==> src/rtl/core/emi_pkg.sv <==
// Shared types and constants for the motion integrator.
// No dependencies; every other file imports this package.
package emi_pkg;

  localparam int DATA_W       = 32;
  localparam int ELAPSED_W    = 10;
  localparam int CFG_W        = 31;
  localparam int CFG_IDX_W    = 2;
  localparam int KIND_W       = 2;
  localparam int FRAC_BITS_DEF = 16;

  localparam logic [CFG_IDX_W-1:0] CFG_PLAYFIELD = 2'd0;
  localparam logic [CFG_IDX_W-1:0] CFG_MAX_SPEED = 2'd1;
  localparam logic [CFG_IDX_W-1:0] CFG_WRAP_EN   = 2'd2;

  typedef enum logic [KIND_W-1:0] {
    KIND_TICK  = 2'd0,
    KIND_MOVE  = 2'd1,
    KIND_FORCE = 2'd2
  } kind_t;

  typedef enum logic [3:0] {
    ST_IDLE,
    ST_POS_X,
    ST_POS_Y,
    ST_VEL_X,
    ST_VEL_Y,
    ST_MAX_SQ,
    ST_VX_SQ,
    ST_VY_SQ,
    ST_SUM,
    ST_CHECK,
    ST_DIV,
    ST_SCALE_X,
    ST_SCALE_Y,
    ST_SCALE_END,
    ST_WRAP,
    ST_DONE
  } state_t;

endpackage

==> src/rtl/core/emi_mul.sv <==
// Shared signed 32x32 multiplier with a registered product.
// Depends on emi_pkg.
module emi_mul import emi_pkg::*; (
  input  logic                       clk,
  input  logic signed [DATA_W-1:0]   a,
  input  logic signed [DATA_W-1:0]   b,
  output logic signed [2*DATA_W-1:0] p
);

  always_ff @(posedge clk) begin
    p <= a * b;
  end

endmodule

==> config.mk <==
export PLATFORM = sky130hd
export DESIGN_NAME = emi_mul
export DESIGN_NICKNAME = d
export VERILOG_FILES = /design/src/rtl/core/emi_pkg.sv /design/src/rtl/core/emi_mul.sv
export SDC_FILE = /design/constraint.sdc
export NUM_CORES = 2
export LEC_CHECK = 0
export ABC_AREA = 1
export BUFFER_PORTS_ARGS = -buffer_cell sky130_fd_sc_hd__buf_2
export CORE_ASPECT_RATIO = 0.9
export CORE_MARGIN = 2
export CORE_UTILIZATION = 52
export CTS_CLUSTER_SIZE = 40
export DETAILED_ROUTE_END_ITERATION = 7
export PLACE_DENSITY = 0.71
export RECOVER_POWER = 100
export SYNTH_ARGS = -nofsm -noshare
export SYNTH_HDL_FRONTEND = slang
export SYNTH_SLANG_ARGS = --single-unit
==> constraint.sdc <==
create_clock -name clk -period 7.3 [get_ports clk]
set_clock_uncertainty 0.05 [all_clocks]
set_input_delay 0.365 -clock clk [delete_from_list [all_inputs] [get_ports clk]]
set_output_delay 0.365 -clock clk [all_outputs]
set_load 0.03 [all_outputs]
; Yosys cells after proc, flatten, opt, wreduce, memory -nomap -nowiden
; Cells that the tools add are included.
[word_totals]
register_bits = 64
out_inout_bits = 64
[classes]
multipliers = 1
[ops]
columns = operator, count
row1 = 32-bit by 32-bit multiplier with 64-bit output, 1

; Depth between registers and ports, before layout
[depth]
depth_word = 1
ltp_mapped = 31
mapped_depth_nobuf = 30

; Least setup slack after synthesis
; OpenSTA, ideal clock, no wires.
[synth_timing]
path_type = input to register
from = in a[31]
to = reg p[59]
arrival_ns = 6.897
setup_slack_ns = 0.241
path_stages = 27
path_buffers = 1
path_cell_list = clkbuf_1 > nand2_1 > inv_1 > fa_1 > inv_1 > fa_1 > inv_1 > fa_1 > fa_1 > inv_1 > fa_1 > inv_1 > fa_1 > inv_1 > fa_1 > fa_1 > inv_1 > ha_1 > nand2_2 > nor2_1 > inv_1 > nor2_1 > nand2_1 > nor3_1 > nand2_1 > nand4_1 > nand2_1
[synth_between]
elab_chain_len = 1
[synth_lines]
columns = item, line_no
row1 = "start, declared", emi_mul.sv:5  ; input logic signed [DATA_W-1:0] a,
row2 = 32-bit by 32-bit multiplier with 64-bit output, emi_mul.sv:11  ; p <= a * b;
row3 = "end signal, assigned", emi_mul.sv:11
row4 = "end, declared", emi_mul.sv:7  ; output logic signed [2*DATA_W-1:0] p
; No other way between the ends.

; Worst setup path in the final report
[layout_timing]
from = in b[13]
to = reg p[40]
[layout_between]
elab_chain_len = 1
[layout_lines]
columns = item, line_no
row1 = "start, declared", emi_mul.sv:6  ; input logic signed [DATA_W-1:0] b,
row2 = 32-bit by 32-bit multiplier with 64-bit output, emi_mul.sv:11
; No other way between the ends.

==> flow_metrics.py <==
metrics = {
    "synth": {
        "synthesis.nets": 6455,
        "synth_most_common_cell": "inv_1",
        "async_flop_share_pct": 0,
        "synth_edf_count": 0,
        "synthCells": 5124,
        "yosysWarnings": 0,
        "ys_top_cells_by_area": "fa_1 54%, inv_1 16%, nand2_1 14%",
        "synth_top_area_cell": "fa_1",
        "ys_types": 27,
        "synth.avg_cell_area_sq_um": 7.85,
        "yosysTopAreaCellShare_pct": 53.9,
        "synth.ff_latch_count": 64,
        "synth_area_sq_um": 40200,
        "synth_top_cells_by_count": "1692 x inv_1, 1504 x nand2_1, 1082 x fa_1, 192 x clkbuf_1, 184 x ha_1",
        "synth-main-ff-cell": "dfxtp_1",
        "yosysSeqAreaShare_pct": 3.19,
    },
    "clock_network": {
        "cts_max_level": 3,
        "clk_pin_slew_ns": 0.06,
        "hold_buffers": 0,
        "tritoncts": "built",
        "clock-root-buffer": "clkbuf_16",
        "post_cts_resized": 0,
        "numCtsBuffers": 9,
        "cts_num_sinks": 64,
        "cts_setup_buffers": 0,
        "cts.path.max_buffers": 2,
    },
    "place": {
        "gp_congestion": 0.956,
        "dp_hpwl_microns": 96500,
        "dp_slack_ns": 0.0437,
        "port_buffers": 128,
    },
    "grt": {
        "grt-busiest-layer": "met2",
        "grt_pass1_vias": 33471,
        "grt_max_degree": 33,
        "grt_overflow": 0,
        "gr-usage-met2_pct": 46.0,
        "grt_usage_pct": 28.7,
        "antenna_found_initial": 5,
        "met1_usage_pct": 41.2,
        "use_met3_pct": 5.41,
        "grt_pass1_wl_microns": 178000,
    },
    "timing": {
        "fmax_mhz": 141,
        "period_needed_ns": 7.07,
        "fin_crit_sh_pct": 96.8,
        "worstMarginPinSlew_ns": 0.831,
        "setup_viol": 0,
        "tns_ns": 0,
        "setup_ws_ns": 0.230,
        "hold_viol": 0,
        "grt_setup_unrepaired": "false",
        "drv_slew": 0,
        "max-slew-margin-rel_pct": 44.6,
    },
    "routing": {
        "detail_route.first_pass.iterations": 6,
        "viasPerCell": 4.95,
        "wire_per_inst_microns": 17.0,
        "ant_nets": 0,
        "drc": 0,
        "drt-initial-drc-count": 2365,
        "routed_wirelength_microns": 108000,
        "routed-via-count": 31318,
    },
    "worst_setup_path": {
        "cp_max_fo": 27,
        "critPathLaunchType": "primary input",
        "cp.arrival_ns": 7.32,
        "worstSetupEndpointType": "flop",
        "critPathBufInv": 6,
        "crit_family": "adder cells",
        "cp_common_cell": "fa_1",
        "path_cells": "clkbuf_2 > nand2_1 > inv_1 > fa_1 > fa_1 > inv_1 > fa_1 > fa_1 > inv_1 > fa_1 > fa_1 > fa_1 > fa_1 > ha_1 > nand2_1 > buf_4 > nor2_2 > nand2_1 > nor2_1 > nand3_1 > nand3_1 > xor2_1 > buf_4",
        "cpPeakStageDelay_ns": 0.58,
        "required_ns": 7.55,
        "cpMaxStageDelayCell": "fa_1",
        "path_class": "primary input to flop",
    },
    "final_layout": {
        "finish.net_count": 6623,
        "reg_top3": "p (64)",
        "postLayoutCoreUtil_pct": 56.9,
        "final-seq-area_sq_um": 1280,
        "layout-drive-gt1-share_pct": 6.82,
        "max_flop_register": "p",
        "areaGrowthSynthToFinish_pct": 8.15,
        "fill_cells": 7085,
        "multi_input_area_sq_um": 31800,
        "largest_reg_flops": 64,
    },
    "hold_path": {
        "whs_endpoint": "p[0]$_DFF_P_",
        "worstHoldStart": "a[0]",
        "hold_path_class": "primary input to flop",
        "hold_path_depth": 4,
    },
    "floorplan": {
        "coreArea_sq_um": 76400,
        "fp.dieH_microns": 268,
        "die_x_microns": 297,
        "io_pins": 129,
        "core.rowCount": 96,
        "start_util_pct": 52.6,
        "dieArea_sq_um": 79600,
    },
    "run": {
        "drv_cap": 0,
    },
    "status": {
        "status": "finished, final reports clean",
    },
}
-- per-stage QoR --
| stage | instances | hold slack (ns) | instance area (sq um) |
|---|---|---|---|
| 2_1_floorplan | 5124 | 0.413 | 40200 |
| 3_3_place_gp | 6310 | 0.749 | 43300 |
| 3_5_place_dp | 6310 | 0.749 | 43300 |
| 4_1_cts | 6326 | 0.508 | 43600 |
| 5_1_grt | 6328 | 0.517 | 43500 |
| 6_report | 6329 | 0.513 | 43500 |
-- per-layer routing --
metal / vias up / wire [microns]
met5: - / 25
met4: 4 / 2200
met3: 134 / 9260
met2: 1120 / 49600
met1: 15783 / 46700
li1: 14277 / -
-- cells by family (layout without fill, tap and decap cells) --
kind of cell               count (synthesis)  in the layout  share of synthesized area, %
buffers and inverters                   1892           2065                          17.7
adders and majority gates               1266           1266                          59.6
xor gates and xnor gates                  34             34                         0.741
other                                      0              3                             0
AOI/OAI and AO/OA                         95             95                          1.26
and+or+nand+nor                         1773           1773                          17.5
DFF                                       64             64                          3.19
-- area by class of cell --
type | instances | area share, %
multi-input combinational | 3168 | 73.1
inverter | 1700 | 14.7
timing repair buffer | 349 | 5.70
tap | 1029 | 2.96
sequential | 64 | 2.95
clock buffer | 11 | 0.558
clock inverter | 5 | 0.0748
antenna | 3 | 0.0173
-- worst max-delay path by stage --
stage | slack (ns) | depth (start not counted) | to | start
after floorplan | 0.24 | 27 | p[59]$_DFF_P_ | a[31]
after global placement | 0.01 | 23 | p[40]$_DFF_P_ | b[13]
final | 0.23 | 23 | p[40]$_DFF_P_ | b[13]
after CTS | 0.36 | 23 | p[40]$_DFF_P_ | b[13]
after detailed placement | 0.04 | 22 | p[40]$_DFF_P_ | a[16]
after global routing | 0.006 | 28 | p[58]$_DFF_P_ | a[31]
-- cell usage in the layout (no fill, tap or decap), types with 9 or more instances in the layout --
| cell | instances |
|---|---|
| nand4_1 | 13 |
| o21ai_0 | 18 |
| clkbuf_16 | 9 |
| fa_1 | 1082 |
| nor2_1 | 99 |
| nand2_2 | 16 |
| buf_4 | 193 |
| clkbuf_1 | 69 |
| a21oi_1 | 62 |
| buf_2 | 63 |
| nor2_2 | 25 |
| buf_12 | 22 |
| nand3_1 | 78 |
| nand2_1 | 1509 |
| ha_1 | 184 |
| nor3_1 | 11 |
| dfxtp_1 | 64 |
| inv_1 | 1693 |
| xor2_1 | 31 |
Power is not shown: default switching activity piles up to over one toggle a cycle in this logic, so the estimate is an artifact.
