--- src/rtl/core/emi_pkg.sv ---
// Shared types and constants for the motion integrator.
// No dependencies; every other file imports this package.
package emi_pkg;

  localparam int DATA_W       = 32;
  localparam int ELAPSED_W    = 10;
  localparam int CFG_W        = 31;
  localparam int CFG_IDX_W    = 2;
  localparam int KIND_W       = 2;
  localparam int FRAC_BITS_DEF = 16;

  localparam logic [CFG_IDX_W-1:0] CFG_PLAYFIELD = 2'd0;
  localparam logic [CFG_IDX_W-1:0] CFG_MAX_SPEED = 2'd1;
  localparam logic [CFG_IDX_W-1:0] CFG_WRAP_EN   = 2'd2;

  typedef enum logic [KIND_W-1:0] {
    KIND_TICK  = 2'd0,
    KIND_MOVE  = 2'd1,
    KIND_FORCE = 2'd2
  } kind_t;

  typedef enum logic [3:0] {
    ST_IDLE,
    ST_POS_X,
    ST_POS_Y,
    ST_VEL_X,
    ST_VEL_Y,
    ST_MAX_SQ,
    ST_VX_SQ,
    ST_VY_SQ,
    ST_SUM,
    ST_CHECK,
    ST_DIV,
    ST_SCALE_X,
    ST_SCALE_Y,
    ST_SCALE_END,
    ST_WRAP,
    ST_DONE
  } state_t;

endpackage

--- src/rtl/core/emi_div.sv ---
// Serial restoring divider: floor(num * 2^FRAC_BITS / den), one bit per cycle.
// Expects num < den. Depends on emi_pkg.
module emi_div import emi_pkg::*; #(
  parameter int FRAC_BITS = FRAC_BITS_DEF
) (
  input  logic                   clk,
  input  logic                   rst,
  input  logic                   start,
  input  logic [2*DATA_W-1:0]    num,
  input  logic [2*DATA_W-1:0]    den,
  output logic                   done,
  output logic [FRAC_BITS-1:0]   q
);

  localparam int CNT_W = $clog2(FRAC_BITS);

  logic                  busy;
  logic [CNT_W-1:0]      cnt;
  logic [2*DATA_W-1:0]   rem;
  logic [2*DATA_W-1:0]   dvs;
  logic [2*DATA_W:0]     rem_sh;
  logic [2*DATA_W:0]     rem_sub;
  logic                  fits;

  assign rem_sh  = {rem, 1'b0};
  assign rem_sub = rem_sh - {1'b0, dvs};
  assign fits    = rem_sh >= {1'b0, dvs};

  always_ff @(posedge clk) begin
    if (rst) begin
      busy <= 1'b0;
      done <= 1'b0;
      cnt  <= '0;
    end else begin
      done <= 1'b0;
      if (start) begin
        busy <= 1'b1;
        cnt  <= '0;
      end else if (busy) begin
        cnt <= cnt + 1'b1;
        if (cnt == CNT_W'(FRAC_BITS - 1)) begin
          busy <= 1'b0;
          done <= 1'b1;
        end
      end
    end
  end

  always_ff @(posedge clk) begin
    if (start) begin
      rem <= num;
      dvs <= den;
      q   <= '0;
    end else if (busy) begin
      rem <= fits ? rem_sub[2*DATA_W-1:0] : rem_sh[2*DATA_W-1:0];
      q   <= {q[FRAC_BITS-2:0], fits};
    end
  end

endmodule

--- config.mk ---
export PLATFORM = sky130hd
export DESIGN_NAME = emi_div
export DESIGN_NICKNAME = d
export VERILOG_FILES = /design/src/rtl/core/emi_pkg.sv /design/src/rtl/core/emi_div.sv
export SDC_FILE = /design/constraint.sdc
export NUM_CORES = 1
export LEC_CHECK = 0
export ABC_AREA = 1
export BUFFER_PORTS_ARGS = -buffer_cell sky130_fd_sc_hd__clkbuf_2
export CAP_MARGIN = 10
export CORE_UTILIZATION = 50
export CTS_CLUSTER_DIAMETER = 30
export DETAILED_ROUTE_END_ITERATION = 8
export PLACE_DENSITY_LB_ADDON = 0.1
export SLEW_MARGIN = 5
export SYNTH_ARGS = -nofsm -noshare
export SYNTH_HDL_FRONTEND = slang
export SYNTH_SLANG_ARGS = --single-unit
--- constraint.sdc ---
create_clock -name clk -period 4.9 [get_ports clk]
set_input_delay 0.98 -clock clk [delete_from_list [all_inputs] [get_ports clk]]
set_output_delay 0.98 -clock clk [all_outputs]
set_load 0.02 [all_outputs]
# == Word-level counts from Yosys, hierarchy flattened ==
# Index checks and enable logic that the tools add are counted.
# totals
regBits,150
inputBits,131
output_inout_bits,17
# classes
add_sub_neg,2
order_cmp,1
n_eq_ne,1
n_mux,7
n_bitwise,1
reduce_logical,3
# ops
operator,count
2-to-1 mux 64 bit,3
>= comparator 65 x 64 -> 1 bit,1
subtractor 64 bit,1
"adder 4 x 1 -> 4 bit, second input constant",1
"equality test 4 bit, second input constant",1
2-to-1 mux 1 bit,4
OR reduction 3 bit,1
nonzero test 2 bit,1
OR reduction 2 bit,1
NOT 1 bit,1

# == Longest topological paths before layout ==
# Gate-level depths: netlist of run 1.
# depth
ltp_word,4
ltp_mapped,19

# == Worst setup path after synthesis of run 1 ==
# No wires, ideal clock.
# synth_timing
kind,in2reg
startpoint,input start
endpoint,"register rem[0], enable pin"
setup_time_ns,0.453
t_arrival_ns,3.123
required_ns,4.447
setup_slack_ns,1.324
path_stages,3
cell_sequence,nor2_1 > inv_1 > buf_1
# synth_between
elab_chain_cells,1
# synth_rtl
element,line,text
start: declaration,emi_div.sv:8,"input logic start,"
nonzero test 2 bit (no line),n/a,
end signal: assignment,emi_div.sv:51,rem <= num;
end signal: assignment,emi_div.sv:55,rem <= fits ? rem_sub[2*DATA_W-1:0] : rem_sh[2*DATA_W-1:0];
end: declaration,emi_div.sv:19,logic [2*DATA_W-1:0] rem;
# Every way passes these cells.
# A chain may end at the register's enable or synchronous reset.

# == Final worst setup path of run 1 ==
# layout_timing
startpoint,register rem[53]
endpoint,register rem[39] (data pin)
# layout_between
elab_chain_cells,4
# layout_rtl
element,line,text
>= comparator 65 x 64 -> 1 bit,emi_div.sv:27,"assign fits = rem_sh >= {1'b0, dvs};"
2-to-1 mux 64 bit,emi_div.sv:55,
2-to-1 mux 64 bit,emi_div.sv:54,end else if (busy) begin
2-to-1 mux 64 bit,emi_div.sv:50,if (start) begin
# Every way passes these cells. The select of a mux whose other input is x is not followed.

==> qor.yml, run 1 <==
setup_path:
  cpMostUsedCell: "nand2_1"
  crit_fanout: 62
  startpoint_type: "register"
  critPathBufInv: 2
  crit_type: "register to register"
  path_cells: "ha_1 > nand2_1 > nor2_1 > nand2_1 > inv_2 > nand2_1 > nor3_2 > nand2_4 > nand2_4 > buf_4 > nand2_1 > nand3_1 > nand2_1"
  required_ns: 5.10
  critPathSlowestCell: "nand2_4"
  reg2reg_setup_slack_ns: 1.28
  rr_worst_depth: 13
  cp.depth: 13
  r2r_start: "rem[53]$_DFFE_PP_"
  critPathMaxStageDelay_ns: 0.74
  crit_path_end_kind: "register"
  cp_top_family: "simple AND/OR/NAND/NOR gates"
  worst_ep_arrival_time_ns: 3.81
  reg2reg_to: "rem[39]$_DFFE_PP_"
sta:
  finalSetupViolCount: 0
  min_period_ns: 3.62
  tightest_slew_ns: 0.832
  hold_ws_ns: 0.475
  slew_headroom_pct: 44.6
  grt_setup_unrepaired: "no"
  tns_ns: 0
  fmax_ghz: 0.276
  clock_skew_ns: 0.0145
  fin_crit_sh_pct: 73.8
  slew_violations: 0
  hold_violations: 0
min_path:
  hold_path_end: "cnt[3]$_SDFFE_PP0P_"
  hp-class: "register to register"
  hold_path_depth: 2
  min_from: "cnt[3]$_SDFFE_PP0P_"
logic_synthesis:
  synth.cell_area_sq_um: 12500
  yosysTopAreaCell: "edfxtp_1"
  synthFlopType: "edfxtp_1"
  ys_top_cells_by_count: "778 x nand2_1, 403 x inv_1, 128 x edfxtp_1"
  synth_most_common_cell: "nand2_1"
  ys_ff_latch: 150
  synthDistinctLibCells: 39
  synth_area_leaders: "edfxtp_1 31%, nand2_1 23%, inv_1 12%"
  synth-edff-count: 128
  postSynthCellCount: 1934
  ys_warn_count: 0
  synthArstFlopShare_pct: 0
  synth-seq-area-share_pct: 34.2
  syn_area_per_cell_sq_um: 6.48
  synth_top_area_share_pct: 30.7
  syn_nets: 2131
finish:
  nNetsFinal: 2268
  fin_cells: 2408
  nFillCells: 2425
  syn_to_final_growth_pct: 12.9
  drive_gt1_share_pct: 11.3
  n_antenna_cell: 0
floorplan:
  die_h_microns: 160
  dieArea_sq_um: 25700
  pin_count: 148
  design.core.area_sq_um: 24500
  start_util_pct: 51.2
  row_count: 57
  die_x_microns: 160
placement:
  io_buffer_count: 147
  dp_hpwl_microns: 32100
  routabilityCongestion: 1.01
  dp_cells: 2376
grt:
  top_usage_layer: "met2"
  overflow: 0
  grt_pass1_wl_microns: 61600
  antenna_found_initial: 0
  grt_use_met2_pct: 50.1
  grt_max_degree: 75
  first_global_vias: 11700
  track_usage_pct: 31.3
  use_met1_pct: 44.5
  grt_use_met3_pct: 4.36
detailed_routing:
  wirelength_microns: 39700
  drc: 0
  drtAntennaViolNets: 0
  drt_first_pass_iters: 6
  via_count: 12300
  wl_per_cell_microns: 16.5
  first_iter_violations: 1163
  vias_per_cell: 5.10
cts:
  clk_latency_ns: 0.44
  postCtsSetupBuffers: 0
  clkSinkCount: 150
  clkTransAtPathRegs_ns: 0.08
  h-tree-depth: 4
  root_buffer: "clkbuf_16"
  cts.repair.resized: 0
  cts_tree: "yes"
  cts_buffer_depth: 2
  cts_hold_buf: 0
  numCtsBuffers: 17
power:
  peakVddDrop_mv: 0.223
  p_per_area_nw_per_um2: 419
  p_leak_nw: 7.85
run:
  drv_cap: 0
run_status:
  outcome: "completed"
==> logic make-up (layout without fill, tap and decap cells) <==
logic type	count (synthesis)	in the layout	share of synthesized area, %
buffers and inverters	459	609	14.2
AOI/OAI and AO/OA	99	99	4.37
xor gates and xnor gates	31	31	2.17
DFF	150	150	34.2
and+or+nand+nor	1129	1129	38.4
adders and majority gates	66	66	6.65
==> tightest hold or removal path: cells and delay by family (launching register included) <==
kind | cells | cell delay (ns)
DFF | 1 | 0.32
buffers and inverters | 1 | 0.06
AOI/OAI and AO/OA | 1 | 0.06
==> per-layer routing <==
metal	routed length [microns]	vias to the layer above
li1	-	6214
met1	18700	5552
met2	17600	474
met3	2800	38
met4	642	0
met5	0	-
==> through the flow <==
stage	worst slack (ns)	utilization, %	power [W]	area, sq um
6_report	1.28	57.8	0.00593	14100
5_1_grt	1.07	57.8	0.00631	14100
4_1_cts	1.35	57.8	0.00589	14100
3_5_place_dp	1.36	55.4	0.00451	13500
3_3_place_gp	1.44	55.4	0.00448	13500
2_1_floorplan	1.32	-	0.00373	12500
==> sequential cells by signal, summed over array words and instances, names as in the netlist <==
register and count:
rem 64, cnt 4, done 1, dvs 64
q 16, busy 1
==> worst max path at each step <==
stage | start | endpoint
finish | rem[53]$_DFFE_PP_ | rem[39]$_DFFE_PP_
global route | rem[53]$_DFFE_PP_ | rem[44]$_DFFE_PP_
CTS | rem[53]$_DFFE_PP_ | rem[39]$_DFFE_PP_
detailed placement | rem[53]$_DFFE_PP_ | rem[39]$_DFFE_PP_
global placement | rem[53]$_DFFE_PP_ | rem[43]$_DFFE_PP_
floorplan | start | rem[0]$_DFFE_PP_
==> area by class of cell <==
cell class	count	area, sq um	area share [%]
inverters	423	1590	11.2
repair buffers	154	803	5.68
clock buffers	17	425	3.01
clock inverters	15	179	1.26
multi-input cells	1325	6460	45.7
flip-flops and latches	150	4280	30.3
well taps	324	405	2.86
==> power by group <==
part	total, W	switching (W)	internal, W	leakage [nW]
clock	0.00137	0.000673	0.000695	0.298
combinational	0.00287	0.00192	0.000949	6.10
sequential	0.00169	0.0000787	0.00161	1.46
total	0.00593	0.00267	0.00325	7.85
==> cell usage in the layout (no fill, tap or decap), drive strengths merged <==
cell / Yosys / layout
nand3b: 62 / 62
fa: 1 / 1
nor3: 14 / 14
nor2: 118 / 118
nand3: 126 / 126
and2: 3 / 3
ha: 65 / 65
nand4: 16 / 16
o21a: 2 / 2
a21oi: 55 / 55
xor2: 2 / 2
nor4: 1 / 1
xnor2: 29 / 29
inv: 421 / 430
buf: 20 / 8
or2: 2 / 2
o21ai: 19 / 19
edfxtp: 128 / 128
nand2: 787 / 787
clkinv: 2 / 8
clkbuf: 16 / 163
a21o: 1 / 1
dfxtp: 22 / 22
o21bai: 8 / 8
o22ai: 14 / 14
Power figures use the tool's default switching activity.
==> run 2: changes to the inputs <==
Clock period 4.9 ns to 3.25 ns, I/O delays scaled along.
==> qor.yml, run 2 (synthesized netlist as in run 1, its figures left out) <==
cts:
  clk_latency_ns: 0.45  # was 0.44 ns
  clkSinkCount: 150  # unchanged
  root_buffer: "clkbuf_16"  # unchanged
  clkTransAtPathRegs_ns: 0.09  # was 0.08 ns
  numCtsBuffers: 17  # unchanged
  cts.repair.resized: 0  # unchanged
  postCtsSetupBuffers: 0  # unchanged
  cts_tree: "yes"  # unchanged
  cts_buffer_depth: 2  # unchanged
  cts_hold_buf: 0  # unchanged
  h-tree-depth: 4  # unchanged
sta:
  tns_ns: 0  # unchanged
  setup_ws_ns: 0.135  # was 1.28 ns
  fmax_ghz: 0.321  # was 0.276 GHz
  min_period_ns: 3.12  # was 3.62 ns
  slew_headroom_pct: 47.3  # was 44.6%
  slew_violations: 0  # unchanged
  clock_skew_ns: 0.0187  # was 0.0145 ns
  hold_violations: 0  # unchanged
  fin_crit_sh_pct: 95.9  # was 73.8%
  finalSetupViolCount: 0  # unchanged
  grt_setup_unrepaired: "no"  # unchanged
  tightest_slew_ns: 0.790  # was 0.832 ns
detailed_routing:
  drt_first_pass_iters: 8  # was 6
  drtAntennaViolNets: 0  # unchanged
  via_count: 12200  # was 12300
  first_iter_violations: 941  # was 1163
  wl_per_cell_microns: 16.3  # was 16.5 microns
  wirelength_microns: 39400  # was 39700 microns
  vias_per_cell: 5.06  # was 5.10
  drc: 0  # unchanged
finish:
  reg.largest.list: "dvs x64, rem x64, q x16"  # unchanged
  nNetsFinal: 2275  # was 2268
  layout_commonest_cell: "nand2_1"  # unchanged
  n_antenna_cell: 0  # unchanged
  stdcell_area_sq_um: 14200  # was 14100 sq um
  layout_common_cells: "778 x nand2_1, 401 x inv_1, 146 x clkbuf_2"  # unchanged
  drive_gt1_share_pct: 11.6  # was 11.3%
  syn_to_final_growth_pct: 13.6  # was 12.9%
placement:
  io_buffer_count: 147  # unchanged
  dp_hpwl_microns: 31400  # was 32100 microns
  routabilityCongestion: 1.00  # was 1.01
  dpl_cell_area_sq_um: 13600  # was 13500 sq um
  place_ws_ns: 0.260  # was 1.36 ns
power:
  p_per_area_nw_per_um2: 632  # was 419 nW/um^2
  peakVddDrop_mv: 0.348  # was 0.223 mV
  p_leak_nw: 7.90  # was 7.85 nW
setup_path:
  worst_ep_arrival_time_ns: 3.31  # was 3.81 ns
  crit_path_end_kind: "register"  # unchanged
  required_ns: 3.45  # was 5.10 ns
  crit_type: "register to register"  # unchanged
  crit_fanout: 40  # was 62
  startpoint_type: "register"  # unchanged
run_status:
  outcome: "completed"  # unchanged
grt:
  grt_max_degree: 80  # was 75
  track_usage_pct: 31.4  # was 31.3%
  first_global_vias: 11700  # about the same
  grt_pass1_wl_microns: 62200  # was 61600 microns
  overflow: 0  # unchanged
  antenna_found_initial: 0  # unchanged
floorplan:
  row_count: 57  # unchanged
  start_util_pct: 51.2  # unchanged
  design.core.area_sq_um: 24500  # unchanged
  dieArea_sq_um: 25700  # unchanged
  die_h_microns: 160  # unchanged
  die_x_microns: 160  # unchanged
  pin_count: 148  # unchanged
run:
  drv_cap: 0  # unchanged
min_path:
  hp-class: "input port to register"  # was register to register
run 2: cell count changes in the layout (fill, tap and decap cells not counted):
cell and change:
inv_6 +2, clkinvlp_4 +1, buf_4 +4, inv_12 -1, inv_4 -1, clkinv_4 -1
buf_12 +3
run 2: per-stage QoR:
step	total power, W	instances	util [%]	hold slack [ns]
6_report	0.00900	2415	58.2	0.366
5_1_grt	0.00964	2415	58.2	0.360
4_1_cts	0.00895	2415	58.2	0.362
3_5_place_dp	0.00686	2383	55.7	0.454
3_3_place_gp	0.00680	2383	55.7	0.446
2_1_floorplan	0.00562	1934	-	0.439
run 2: worst paths after layout:
path	start	to	slack (ns)	cells past startpoint
min reg2reg	q[15]$_SDFFE_PP0P_	q[15]$_SDFFE_PP0P_	0.46	2
max reg2reg	rem[38]$_DFFE_PP_	rem[32]$_DFFE_PP_	0.13	14
max	rem[38]$_DFFE_PP_	rem[32]$_DFFE_PP_	0.13	14
min	rst	busy$_SDFF_PP0_	0.37	2
run 2: layout make-up:
| class | instances | area [sq um] |
|---|---|---|
| Fill cell | 2442 | 10200 |
| Multi-Input combinational cell | 1325 | 6460 |
| Sequential cell | 150 | 4280 |
| Inverter | 423 | 1590 |
| Timing Repair Buffer | 161 | 893 |
| Clock buffer | 17 | 425 |
| Tap cell | 324 | 405 |
| Clock inverter | 15 | 173 |
run 2: report_power, final:
part | total (W) | internal, W | switching [W]
Sequential | 0.00256 | 0.00243 | 0.000128
Combinational | 0.00438 | 0.00147 | 0.00291
Clock | 0.00206 | 0.00104 | 0.00102
run 2: worst max-delay path, stage by stage, from the launching register on:
cell,delay [ns]
edfxtp_1,0.43
ha_1,0.39
nand2_1,0.18
inv_1,0.07
a21oi_2,0.22
nand2_1,0.14
nand2_1,0.08
nand2_1,0.06
nand2_1,0.08
nand2_2,0.09
nor2_8,0.12
buf_4,0.45
nand3b_1,0.22
nand3_1,0.23
nand2_1,0.08
run 2: routing by layer:
layer / global-route usage, % / part of all wire (%) / routed length, microns
met1: 43.5 / 46 / 18100
met2: 48.0 / 43 / 16800
met3: 7.85 / 8.8 / 3480
met4: 10.1 / 2.5 / 997
met5: 0 / 0 / 0
==> run 3: changes to the inputs <==
Settings changed: CORE_UTILIZATION 50 to 30, PLACE_DENSITY set to 0.5, PLACE_DENSITY_LB_ADDON 0.1 to unset.
==> qor.yml, run 3 (synthesized netlist as in run 1, its figures left out) <==
run_status:
  outcome: "complete, but fails checks"  # was completed
  violations: "design-rule violations"
cts:
  clk_latency_ns: 0.49  # was 0.45 ns
  cts_hold_buf: 0  # unchanged
  numCtsBuffers: 17  # unchanged
  clkTransAtPathRegs_ns: 0.08  # was 0.09 ns
  cts_buffer_depth: 2  # unchanged
  root_buffer: "clkbuf_16"  # unchanged
  cts_tree: "yes"  # unchanged
  postCtsSetupBuffers: 0  # unchanged
  clkSinkCount: 150  # unchanged
  h-tree-depth: 4  # unchanged
finish:
  layout_common_cells: "778 x nand2_1, 401 x inv_1, 146 x clkbuf_2"  # unchanged
  nNetsFinal: 2280  # was 2275
  n_antenna_cell: 0  # unchanged
  layout_commonest_cell: "nand2_1"  # unchanged
  drive_gt1_share_pct: 11.8  # was 11.6%
  syn_to_final_growth_pct: 16.1  # was 13.6%
  stdcell_area_sq_um: 14600  # was 14200 sq um
  nFillCells: 4586  # was 2442
  reg.largest.list: "dvs x64, rem x64, q x16"  # unchanged
sta:
  min_period_ns: 3.16  # was 3.12 ns
  fin_crit_sh_pct: 97.2  # was 95.9%
  hold_violations: 0  # unchanged
  tns_ns: 0  # unchanged
  grt_setup_unrepaired: "no"  # unchanged
  slew_violations: 0  # unchanged
  setup_ws_ns: 0.0918  # was 0.135 ns
  clock_skew_ns: 0.0158  # was 0.0187 ns
  fmax_ghz: 0.317  # was 0.321 GHz
  tightest_slew_ns: 0.644  # was 0.790 ns
  finalSetupViolCount: 0  # unchanged
  slew_headroom_pct: 57.0  # was 47.3%
setup_path:
  crit_fanout: 24  # was 40
  startpoint_type: "register"  # unchanged
  required_ns: 3.49  # was 3.45 ns
  crit_type: "register to register"  # unchanged
  worst_ep_arrival_time_ns: 3.40  # was 3.31 ns
  crit_path_end_kind: "register"  # unchanged
min_path:
  hp-class: "input port to register"  # unchanged
floorplan:
  die_x_microns: 206  # was 160 microns
  die_h_microns: 206  # was 160 microns
  dieArea_sq_um: 42600  # was 25700 sq um
  row_count: 74  # was 57
  pin_count: 148  # unchanged
  start_util_pct: 30.6  # was 51.2%
  design.core.area_sq_um: 41000  # was 24500 sq um
grt:
  grt_pass1_wl_microns: 68000  # was 62200 microns
  track_usage_pct: 21.9  # was 31.4%
  grt_max_degree: 65  # was 80
  first_global_vias: 11700  # about the same
  overflow: 0  # unchanged
  antenna_found_initial: 0  # unchanged
run:
  drv_cap: 0  # unchanged
placement:
  dpl_cell_area_sq_um: 13900  # was 13600 sq um
  io_buffer_count: 147  # unchanged
  routabilityCongestion: 0.986  # was 1.00
  place_ws_ns: 0.157  # was 0.260 ns
  dp_hpwl_microns: 36900  # was 31400 microns
detailed_routing:
  vias_per_cell: 4.58  # was 5.06
  wl_per_cell_microns: 17.0  # was 16.3 microns
  via_count: 12000  # was 12200
  wirelength_microns: 44600  # was 39400 microns
  first_iter_violations: 836  # was 941
  drtAntennaViolNets: 0  # unchanged
  drt_first_pass_iters: 9  # was 8
  drc: 14  # was 0
power:
  p_leak_nw: 7.93  # was 7.90 nW
  peakVddDrop_mv: 0.397  # was 0.348 mV
  p_per_area_nw_per_um2: 622  # was 632 nW/um^2
-- run 3: per-layer routing --
metal	share of wire, %	wire, microns	GRT usage, %
met1	51	22500	31.5
met2	42	18900	32.8
met3	5.5	2450	4.04
met4	1.6	734	6.57
met5	0	0	0
-- run 3: report_power, final --
group          switching (W)  leakage [nW]  total [W]  internal [W]
Sequential          0.000123          1.46    0.00255       0.00243
Combinational        0.00295          6.18    0.00443       0.00148
Clock               0.000996         0.296    0.00206       0.00107
-- run 3: area by class of cell --
type	instances	area [sq um]	area share, %
Tap cell	532	666	4.57
Clock inverter	14	153	1.05
Inverter	423	1590	10.9
Multi-Input combinational cell	1325	6460	44.4
Timing Repair Buffer	166	947	6.51
Sequential cell	150	4280	29.4
Clock buffer	18	450	3.10
-- run 3: final timing paths --
path	start	to	slack, ns	cells past startpoint
hold / removal	den[12]	dvs[12]$_DFFE_PP_	0.33	1
setup reg to reg	rem[51]$_DFFE_PP_	rem[31]$_DFFE_PP_	0.09	12
setup / recovery	rem[51]$_DFFE_PP_	rem[31]$_DFFE_PP_	0.09	12
hold reg to reg	cnt[3]$_SDFFE_PP0P_	cnt[3]$_SDFFE_PP0P_	0.48	2
-- run 3: critical path, cell delays in order (launching register included) --
cell and delay [ns]:
edfxtp_1 0.41, ha_1 0.38, a21oi_1 0.30, nand2_1 0.14, nand2_1 0.13, nand2_1 0.09, a21oi_1 0.37, nand2_2 0.16
nor2_8 0.33, buf_6 0.31, nand3b_1 0.12, nand3_1 0.10, nand2_1 0.07
-- run 3: what timing repair did --
action / 4_1_cts / 5_1_grt
gates resized for setup: 0 / 1
hold endpoints to repair: 0 / 0
setup endpoints to repair: 0 / 20
-- run 3: through the flow --
stage	util [%]	instances	hold WS, ns	power [W]
6_report	35.5	2628	0.326	0.00905
4_1_cts	35.5	2628	0.282	0.00911
5_1_grt	35.5	2628	0.293	0.00978
2_1_floorplan	-	1934	0.439	0.00562
3_5_place_dp	34.0	2596	0.469	0.00698
3_3_place_gp	34.0	2596	0.444	0.00698
